## src/sv/ntab_pkg.sv

```systemverilog
`timescale 1ns / 1ps

package ntab_pkg;

    localparam int MAX_NEIGHBORS = 16;
    localparam int KEY_BYTES     = 8;

    localparam int IDX_W  = $clog2(MAX_NEIGHBORS);
    localparam int CNT_W  = $clog2(MAX_NEIGHBORS + 1);
    localparam int PORT_W = 16;
    localparam int KEY_W  = 64;
    localparam int LEN_W  = 4;
    localparam int KIND_W = 8;
    localparam int HOLD_W = 16;
    localparam int TIME_W = 64;
    localparam int TICK_W = 32;
    localparam int PROD_W = HOLD_W + 1 + TICK_W;

    typedef struct packed {
        logic [PORT_W-1:0] port;
        logic [KEY_W-1:0]  ckey;
        logic [LEN_W-1:0]  clen;
        logic [KIND_W-1:0] ckind;
        logic [KEY_W-1:0]  rkey;
        logic [LEN_W-1:0]  rlen;
        logic [KIND_W-1:0] rkind;
        logic [HOLD_W-1:0] hold;
        logic [TIME_W-1:0] stamp;
    } t_entry;

    localparam int ENTRY_W = $bits(t_entry);

    typedef enum logic [1:0] {
        ST_UPDATED  = 2'd0,
        ST_INSERTED = 2'd1,
        ST_FULL     = 2'd2,
        ST_AGED     = 2'd3
    } t_status;

    function automatic logic [LEN_W-1:0] clamp_len(input logic [LEN_W-1:0] len);
        return (len > LEN_W'(KEY_BYTES)) ? LEN_W'(KEY_BYTES) : len;
    endfunction

    function automatic logic [KEY_W-1:0] mask_key(input logic [KEY_W-1:0] key,
                                                 input logic [LEN_W-1:0] len);
        logic [KEY_W-1:0] m;
        m = '0;
        for (int b = 0; b < KEY_W / 8; b++) begin
            if (b < int'(len)) begin
                m[b*8 +: 8] = key[b*8 +: 8];
            end
        end
        return m;
    endfunction

endpackage

```

## src/sv/ntab_ram.sv

```systemverilog
`timescale 1ns / 1ps

module ntab_ram #(
    parameter int WIDTH = 8,
    parameter int DEPTH = 16
) (
    input  logic                     i_clk,
    input  logic                     i_we,
    input  logic [$clog2(DEPTH)-1:0] i_waddr,
    input  logic [WIDTH-1:0]         i_wdata,
    input  logic                     i_re,
    input  logic [$clog2(DEPTH)-1:0] i_raddr,
    output logic [WIDTH-1:0]         o_rdata
);

    logic [WIDTH-1:0] mem [DEPTH];
    logic [WIDTH-1:0] r_rdata;

    always_ff @(posedge i_clk) begin
        if (i_we) begin
            mem[i_waddr] <= i_wdata;
        end
        if (i_re) begin
            r_rdata <= mem[i_raddr];
        end
    end

    assign o_rdata = r_rdata;

endmodule

```

## src/sv/neighbor_table_with_aging_unit.sv

```systemverilog
`timescale 1ns / 1ps

// Neighbor table with hold-time aging.
// Command channel: an item is taken at a clock edge with start high and busy
// low; busy stays high until the result is out. Each item gives one result,
// shown for one cycle with o_valid high; the receiver cannot stall it.
// Add item: the table is searched one entry at a time through the RAM read port,
// each entry read (S_RD) and then compared (S_CMP). A hit updates that entry
// and ends the search; a miss on every entry, or an empty table, goes to the
// insert step (S_INS), which inserts at the table end or reports table full.
// Age item: each entry checked goes through read, multiply (hold+1)*tick_rate
// and compare against now - stamp; a removal moves the last entry down in place
// of its read and rechecks it. For an age item with tick_rate zero or an empty
// table the result is loaded at the accepting edge itself.
// Configuration: i_cfg_we writes tick_rate at once; write only while idle.
// Reset empties the table and clears tick_rate; the RAM contents are left as
// they are, since only entries below the valid count are ever read.
// busy is low again in the cycle that shows a result, so the next item may be
// taken at the same edge that takes the result.

module neighbor_table_with_aging_unit (
    input  logic                              i_clk,
    input  logic                              i_rst_n,
    input  logic                              start,
    output logic                              busy,
    input  logic                              i_req_type,
    input  logic [ntab_pkg::PORT_W-1:0]       i_port_number,
    input  logic [ntab_pkg::KEY_W-1:0]        i_chassis_key,
    input  logic [ntab_pkg::LEN_W-1:0]        i_chassis_key_len,
    input  logic [ntab_pkg::KIND_W-1:0]       i_chassis_kind,
    input  logic [ntab_pkg::KEY_W-1:0]        i_remote_port_key,
    input  logic [ntab_pkg::LEN_W-1:0]        i_remote_port_len,
    input  logic [ntab_pkg::KIND_W-1:0]       i_remote_port_kind,
    input  logic [ntab_pkg::HOLD_W-1:0]       i_hold_time,
    input  logic [ntab_pkg::TIME_W-1:0]       i_now_time,
    input  logic                              i_cfg_we,
    input  logic [ntab_pkg::TICK_W-1:0]       i_cfg_wdata,
    output logic                              o_valid,
    output logic [1:0]                        o_status,
    output logic [ntab_pkg::IDX_W-1:0]        o_slot_index,
    output logic [ntab_pkg::CNT_W-1:0]        o_valid_count,
    output logic [ntab_pkg::CNT_W-1:0]        o_removed_count
);

    import ntab_pkg::*;

    typedef enum logic [2:0] {
        S_IDLE,
        S_RD,
        S_CMP,
        S_INS,
        S_ARD,
        S_AMUL,
        S_ACMP,
        S_AMOV
    } t_state;

    t_state            r_state;
    logic [CNT_W-1:0]  r_count;
    logic [TICK_W-1:0] r_tick;
    logic [IDX_W-1:0]  r_idx;
    logic [CNT_W-1:0]  r_removed;
    t_entry            r_item;
    logic [PROD_W-1:0] r_prod;
    logic [TIME_W-1:0] r_diff;
    logic              r_valid;
    logic [1:0]        r_status;
    logic [IDX_W-1:0]  r_slot;
    logic [CNT_W-1:0]  r_vcount;
    logic [CNT_W-1:0]  r_rcount;

    t_entry            w_rdata;
    logic [ENTRY_W-1:0] w_rdata_bits;
    t_entry            w_wdata;
    logic              w_we;
    logic [IDX_W-1:0]  w_waddr;
    logic              w_re;
    logic [IDX_W-1:0]  w_raddr;
    logic              w_match;
    logic              w_expired;
    logic              w_last;
    logic              w_full;
    logic [CNT_W-1:0]  w_count_m1;
    t_entry            w_new;
    logic [LEN_W-1:0]  w_clen;
    logic [LEN_W-1:0]  w_rlen;

    assign w_rdata    = t_entry'(w_rdata_bits);
    assign w_count_m1 = r_count - CNT_W'(1);
    assign w_last     = ({1'b0, r_idx} == w_count_m1);
    assign w_full     = (r_count >= CNT_W'(MAX_NEIGHBORS));
    assign w_match    = (w_rdata.port == r_item.port) && (w_rdata.clen == r_item.clen) &&
                        (w_rdata.ckey == r_item.ckey);
    assign w_expired  = (r_diff >= {{(TIME_W - PROD_W){1'b0}}, r_prod});

    always_comb begin
        w_clen      = clamp_len(i_chassis_key_len);
        w_rlen      = clamp_len(i_remote_port_len);
        w_new.port  = i_port_number;
        w_new.ckey  = mask_key(i_chassis_key, w_clen);
        w_new.clen  = w_clen;
        w_new.ckind = i_chassis_kind;
        w_new.rkey  = mask_key(i_remote_port_key, w_rlen);
        w_new.rlen  = w_rlen;
        w_new.rkind = i_remote_port_kind;
        w_new.hold  = i_hold_time;
        w_new.stamp = i_now_time;
    end

    always_comb begin
        w_re    = 1'b0;
        w_raddr = r_idx;
        w_we    = 1'b0;
        w_waddr = r_idx;
        w_wdata = w_rdata;
        case (r_state)
            S_RD, S_ARD: begin
                w_re = 1'b1;
            end
            S_CMP: begin
                w_we          = w_match;
                w_wdata.rkey  = r_item.rkey;
                w_wdata.rlen  = r_item.rlen;
                w_wdata.rkind = r_item.rkind;
                w_wdata.hold  = r_item.hold;
                w_wdata.stamp = r_item.stamp;
            end
            S_INS: begin
                w_we    = !w_full;
                w_waddr = r_count[IDX_W-1:0];
                w_wdata = r_item;
            end
            S_ACMP: begin
                w_re    = w_expired && !w_last;
                w_raddr = w_count_m1[IDX_W-1:0];
            end
            S_AMOV: begin
                w_we = 1'b1;
            end
            default: begin
                w_re = 1'b0;
            end
        endcase
    end

    ntab_ram #(
        .WIDTH(ENTRY_W),
        .DEPTH(MAX_NEIGHBORS)
    ) u_ram (
        .i_clk  (i_clk),
        .i_we   (w_we),
        .i_waddr(w_waddr),
        .i_wdata(w_wdata),
        .i_re   (w_re),
        .i_raddr(w_raddr),
        .o_rdata(w_rdata_bits)
    );

    always_ff @(posedge i_clk) begin
        if (!i_rst_n) begin
            r_state <= S_IDLE;
            r_count <= '0;
            r_tick  <= '0;
            r_valid <= 1'b0;
        end else begin
            r_valid <= 1'b0;
            if (i_cfg_we) begin
                r_tick <= i_cfg_wdata;
            end
            case (r_state)
                S_IDLE: begin
                    if (start) begin
                        r_item    <= w_new;
                        r_idx     <= '0;
                        r_removed <= '0;
                        if (!i_req_type) begin
                            r_state <= (r_count == '0) ? S_INS : S_RD;
                        end else if (r_tick == '0 || r_count == '0) begin
                            r_valid  <= 1'b1;
                            r_status <= ST_AGED;
                            r_slot   <= '0;
                            r_vcount <= r_count;
                            r_rcount <= '0;
                        end else begin
                            r_state <= S_ARD;
                        end
                    end
                end
                S_RD: begin
                    r_state <= S_CMP;
                end
                S_CMP: begin
                    if (w_match) begin
                        r_valid  <= 1'b1;
                        r_status <= ST_UPDATED;
                        r_slot   <= r_idx;
                        r_vcount <= r_count;
                        r_rcount <= '0;
                        r_state  <= S_IDLE;
                    end else if (w_last) begin
                        r_state <= S_INS;
                    end else begin
                        r_idx   <= r_idx + IDX_W'(1);
                        r_state <= S_RD;
                    end
                end
                S_INS: begin
                    r_valid  <= 1'b1;
                    r_rcount <= '0;
                    r_state  <= S_IDLE;
                    if (w_full) begin
                        r_status <= ST_FULL;
                        r_slot   <= '0;
                        r_vcount <= r_count;
                    end else begin
                        r_status <= ST_INSERTED;
                        r_slot   <= r_count[IDX_W-1:0];
                        r_vcount <= r_count + CNT_W'(1);
                        r_count  <= r_count + CNT_W'(1);
                    end
                end
                S_ARD: begin
                    r_state <= S_AMUL;
                end
                S_AMUL: begin
                    r_prod  <= ({1'b0, w_rdata.hold} + (HOLD_W + 1)'(1)) * r_tick;
                    r_diff  <= r_item.stamp - w_rdata.stamp;
                    r_state <= S_ACMP;
                end
                S_ACMP: begin
                    if (w_expired) begin
                        r_removed <= r_removed + CNT_W'(1);
                        if (w_last) begin
                            r_count  <= w_count_m1;
                            r_valid  <= 1'b1;
                            r_status <= ST_AGED;
                            r_slot   <= '0;
                            r_vcount <= w_count_m1;
                            r_rcount <= r_removed + CNT_W'(1);
                            r_state  <= S_IDLE;
                        end else begin
                            r_state <= S_AMOV;
                        end
                    end else if (w_last) begin
                        r_valid  <= 1'b1;
                        r_status <= ST_AGED;
                        r_slot   <= '0;
                        r_vcount <= r_count;
                        r_rcount <= r_removed;
                        r_state  <= S_IDLE;
                    end else begin
                        r_idx   <= r_idx + IDX_W'(1);
                        r_state <= S_ARD;
                    end
                end
                S_AMOV: begin
                    r_count <= w_count_m1;
                    r_state <= S_AMUL;
                end
                default: begin
                    r_state <= S_IDLE;
                end
            endcase
        end
    end

    assign busy            = (r_state != S_IDLE);
    assign o_valid         = r_valid;
    assign o_status        = r_status;
    assign o_slot_index    = r_slot;
    assign o_valid_count   = r_vcount;
    assign o_removed_count = r_rcount;

`ifndef SYNTHESIS
    a_count_range: assert property (@(posedge i_clk) disable iff (!i_rst_n)
        r_count <= CNT_W'(MAX_NEIGHBORS))
        else $error("valid count beyond table size");

    a_result_after_work: assert property (@(posedge i_clk) disable iff (!i_rst_n)
        o_valid && o_status != ST_AGED |-> $past(busy))
        else $error("add result without search");

    a_add_no_removal: assert property (@(posedge i_clk) disable iff (!i_rst_n)
        o_valid && o_status != ST_AGED |-> o_removed_count == '0)
        else $error("add item reports removals");

    a_insert_slot: assert property (@(posedge i_clk) disable iff (!i_rst_n)
        o_valid && o_status == ST_INSERTED |->
        o_valid_count == {1'b0, o_slot_index} + CNT_W'(1))
        else $error("inserted slot not at table end");

    a_full_count: assert property (@(posedge i_clk) disable iff (!i_rst_n)
        o_valid && o_status == ST_FULL |-> o_valid_count == CNT_W'(MAX_NEIGHBORS))
        else $error("table full reported below capacity");
`endif

endmodule

```

## config.mk

```make
export PLATFORM = sky130hd
export DESIGN_NAME = neighbor_table_with_aging_unit
export DESIGN_NICKNAME = d
export VERILOG_FILES = /design/src/sv/ntab_pkg.sv /design/src/sv/ntab_ram.sv /design/src/sv/neighbor_table_with_aging_unit.sv
export SDC_FILE = /design/constraint.sdc
export NUM_CORES = 2
export LEC_CHECK = 0
export BUFFER_PORTS_ARGS = -buffer_cell sky130_fd_sc_hd__buf_2
export CORE_UTILIZATION = 45
export DETAILED_ROUTE_END_ITERATION = 6
export PLACE_DENSITY = 0.69
export SLEW_MARGIN = 10
export SYNTH_ARGS = -nofsm -noshare
export SYNTH_HDL_FRONTEND = slang
export SYNTH_HIERARCHICAL = 1
export SYNTH_SLANG_ARGS = --single-unit
```

## constraint.sdc

```tcl
create_clock -name i_clk -period 23.4 [get_ports i_clk]
set_input_delay 3.51 -clock i_clk [delete_from_list [all_inputs] [get_ports i_clk]]
set_output_delay 3.51 -clock i_clk [all_outputs]
set_load 0.1 [all_outputs]
```

Word-level counts from Yosys, hierarchy flattened

Memory sizes are Yosys's and may differ from the RTL's. A register that Yosys moved wholly into a read port is not among the register bits.
Cells that the tools add are included.
W data, S select, Z words.

Bits in registers: 427
RAM bits: 3968
Bits of input ports: 285
Output and inout port bits: 18
Logic and storage cells: 174
Memories: 1

Memories:

| name      | words | bits a word | rd ports | clocked after Yosys merged registers in | wr ports | line           | RTL |
|---|---|---|---|---|---|---|---|
| u_ram.mem | 16    | 248         | 1        | 1                                       | 1        | ntab_ram.sv:16 | `logic [WIDTH-1:0] mem [DEPTH];` |

$add $sub $neg: 6
Multiply operators: 1
Order comparisons: 20
Equality and inequality tests: 20
Mux-type cells: 67
Reduce and logical (&&, ||, !) cells: 24

Operator list:

| cell                    | count |
|---|---|
| $mux W156               | 1 |
| $mux W92                | 1 |
| $mux W5                 | 18 |
| $eq A64 B64 Y1          | 1 |
| $ge A64 B49 Y1          | 1 |
| $sub A64 B64 Y64        | 1 |
| $mux W4                 | 14 |
| $mul A17 B32 Y49        | 1 |
| $pmux W5 S4             | 2 |
| $logic_not A32 Y1       | 1 |
| $lt A3 B4 Y1 const A    | 8 |
| $pmux W3 S7             | 1 |
| $mux W2                 | 9 |
| $mux W3                 | 6 |
| $add A16 B1 Y17 const B | 1 |
| $eq A16 B16 Y1          | 1 |
| $lt A1 B4 Y1 const A    | 4 |
| $lt A2 B4 Y1 const A    | 4 |
| $ne A2 B2 Y1 const B    | 8 |
| $pmux W4 S4             | 1 |
| $pmux W5 S3             | 1 |
| $eq A3 B3 Y1 const B    | 4 |
| $pmux W4 S3             | 1 |
| $add A5 B1 Y5 const B   | 2 |
| other kinds (29)        | 46 |

Logic depth before layout (Yosys ltp)

Depth after elaboration: 6
Gate-level depth with buffers: 31

Modules after synthesis

Netlist, hierarchy kept.

Modules (own cells, without submodules):

| module                         | times used | cells an instance | area an instance (sq um) | sequential area each (sq um) |
|---|---|---|---|---|
| ntab_ram                       | 1          | 6471              | 156387.5                 | 126601.4 |
| neighbor_table_with_aging_unit | 1          | 4632              | 41748.8                  | 12411.9 |

Least setup slack after synthesis

OpenSTA, ideal clock, no wires.

Kind: input -> register
Start: input i_rst_n
End: register r_idx[0] (enable)
Library setup time: 0.376 ns
Arrival time: 21.746 ns
Data required time: 23.024 ns
Path slack: 1.277 ns
Stages on the path: 3
Buffers on the path: 0
Cells stage by stage: inv_1 > nor3_1 > a31o_2

Word-level cells in the longest chain between the ends: 1

Ends and longest elaborated chain:

| what                        | line                                  | RTL |
|---|---|---|
| start, declared             | neighbor_table_with_aging_unit.sv:23  | `input logic i_rst_n,` |
| $reduce_and A5 Y1 (no line) | --                                    |  |
| end signal, assigned        | neighbor_table_with_aging_unit.sv:203 | `r_idx <= r_idx + IDX_W'(1);` |
| end signal, assigned        | neighbor_table_with_aging_unit.sv:252 | `r_idx <= r_idx + IDX_W'(1);` |
| end, declared               | neighbor_table_with_aging_unit.sv:61  | `logic [IDX_W-1:0] r_idx;` |

No other way between the ends.
A chain may end at the register's enable or synchronous reset.

Worst setup path after layout

Start: register u_ram.r_rdata[67], in the netlist u_ram/o_rdata[67], read port of u_ram.mem
End: register r_prod[47], data pin

Word-level cells in the longest chain between the ends: 2

Ends and longest elaborated chain:

| what                 | line                                  | RTL |
|---|---|---|
| start, declared      | ntab_ram.sv:17                        | `logic [WIDTH-1:0] r_rdata;` |
| $add A16 B1 Y17      | neighbor_table_with_aging_unit.sv:226 | `r_prod <= ({1'b0, w_rdata.hold} + (HOLD_W + 1)'(1)) * r_tick;` |
| $mul A17 B32 Y49     | neighbor_table_with_aging_unit.sv:226 |  |
| end signal, assigned | neighbor_table_with_aging_unit.sv:226 |  |
| end, declared        | neighbor_table_with_aging_unit.sv:64  | `logic [PROD_W-1:0] r_prod;` |

No other way between the ends.

==> impl_metrics.toml <==
[outcome]
status = "completed"

[global_routing]
wire_length_of_the_first_global_routing_pass_um = 520000
grt_antenna_before_repair = 13
grt-ovfl-total = 0
maximum_number_of_pins_on_one_net_before_global_route_repair = 119
grt_pass1_vias = 79100
gr-usage-all-layers = 0.221

[timing]
final_setup_violating_endpoints = 0
unrepaired_setup_endpoints_after_global_routing = "no"
final.period_utilization = 0.376
final_period_minus_worst_setup_slack_ps = 8800
worst-slew-pin-transition_ps = 1230
finalHoldViolations = 0
max_freq_ghz = 0.114
setup_total_negative_slack_ps = 0
slew_violations = 0
timing.max_slew.rel_slack = 0.180
timing.final.ws_setup_ps = 14600
maximum_clock_skew_at_final_layout_ps = 105

[placement]
placement.cell_area_mm2 = 0.147
numPortBuffers = 218
hpwl_um = 201000
place_worst_setup_slack_ps = 14680
place_congestion = 0.862

[final_layout]
register_area_mm2 = 0.0936
nNetsFinal = 9767
area_delta_synth_final_pct = 11.5
area_of_the_multi_input_gates_mm2 = 0.0432
final_cell_area_mm2 = 0.158
n_fill_cell = 25100
drive_gt1_frac = 0.181

[logic_synthesis]
area_of_the_mapped_netlist_mm2 = 0.142
synth-warning-count = 6
postSynthNetCount = 9531
syn_avg_cell_area_um2 = 16.5
postSynthCellCount = 8554

[worst_hold_path]
min_path_type = "flip-flop to flip-flop"
hold_path_startpoint = "r_removed[4]"
whs_path_depth = 2

[setup_path]
worst-path-max-fanout = 32
critPathBufInv = 4
worst_path_max_delay_cell = "sky130_fd_sc_hd__edfxtp_1"
crit_arrival_ps = 9440
worst_setup_path_end_kind = "flip-flop"
path_depth = 26
required_time_at_the_worst_slack_endpoint_ps = 24030
reg2reg_from = "u_ram/o_rdata[67]"
dominant_delay_contributor_by_cell_family_on_the_critical_path = "adder cells"
critical_path_class = "flip-flop to flip-flop"
r2r_slack_ps = 14600
r2r_cells = 26
cp-start-kind = "flip-flop"
critical-path-top-cell-by-count = "sky130_fd_sc_hd__fa_1"
max_stage_delay_ps = 680
critical_path.startpoint = "u_ram/o_rdata[67]"

[clocking]
clock_sink_total = 3131
clock_insertion_delay_at_the_later_pin_of_the_skew_report_ps = 950
holdBufCountCts = 0
htreeDepth = 5
clk_buf_depth = 4
cts_made_buffers = 325
cts_tree = "yes"
clk_root_buffer_cell = "sky130_fd_sc_hd__clkbuf_16"
postCtsResizedCells = 0
post-cts-setup-buffers = 0
cts.reportedPaths.clkPinSlew_ps = 60

[detailed_routing]
wire_per_inst_um = 26.8
drt_drc_violations_left = 0
vias = 76900
detail_route.first_pass.iterations = 6
detail_route.wirelength_um = 353000
initialDrtViolationCount = 8640
ant_nets = 0
via_per_inst = 5.83

[die]
ports = 303
core_area_mm2 = 0.312
placementRows = 205
die_height_um = 563
initial_core_util = 0.453
design.die.area_mm2 = 0.317
fp.dieW_um = 563

[power_and_ir_drop]
power-per-cell-area_mw_per_mm2 = 107
power.ir.vdd_worst_mv = 0.0839
design_power_total_mw = 16.9
power.leakage_nw = 55.6

[run]
drv_cap = 0
[worst min-delay path: stages, from the launching register on]
cell and delay, ps:
sky130_fd_sc_hd__edfxtp_1 370, sky130_fd_sc_hd__xor2_1 80, sky130_fd_sc_hd__nor2_1 90
[stage by stage]
| stage | utilization | hold slack, ps | instances |
|---|---|---|---|
| after detailed placement | 0.472 | 643 | 12600 |
| after floorplan | - | 554 | 8554 |
| after CTS | 0.505 | 660 | 13200 |
| after global placement | 0.472 | 615 | 12600 |
| final | 0.505 | 651 | 13200 |
| after global routing | 0.505 | 697 | 13200 |
[placed cells by master (no fill, tap or decap), drive strengths merged, types with 175 or more instances in the layout]
| cell | instances |
|---|---|
| edfxtp | 3090 |
| nand2 | 959 |
| inv | 743 |
| mux4 | 613 |
| fa | 450 |
| buf | 413 |
| clkbuf | 391 |
| a22oi | 281 |
| ha | 242 |
| o21ai | 175 |
[worst paths after layout]
| check | end |
|---|---|
| worst min-delay path | r_removed[4] |
| worst min register to register | r_removed[4] |
| worst max register to register | r_prod[47] |
| worst max-delay path | r_prod[47] |
[area by class of cell]
type	instances	share of cell area
Multi-Input combinational cell	4192	0.274
Timing Repair Buffer	413	0.0173
Clock inverter	188	0.0124
Inverter	727	0.0173
Tap cell	4140	0.0328
Sequential cell	3131	0.593
Antenna cell	3	0.0000476
Clock buffer	391	0.0534
[sequential cells by signal, indices dropped and copies added, names as in the netlist, 32 cells and up]
register and flops:
u_ram/mem 2624, r_item 164, u_ram/o_rdata 164, r_diff 64, r_prod 49, r_tick 32
[report_power, final]
group	internal (mW)	switching [mW]	leakage (nW)
clock network	2.91	2.17	5.05
registers	6.95	0.138	28.3
logic	1.71	3.01	22.3
[per-layer routing]
metal	part of all wire	vias up	track usage	routed length, µm
met1	0.40	40200	0.307	142000
li1	-	32300	-	-
met3	0.089	605	0.0351	31500
met2	0.48	3744	0.362	168000
met4	0.030	8	0.0671	10700
met5	0.00015	-	0	53
(Power assumes the default switching activity.)
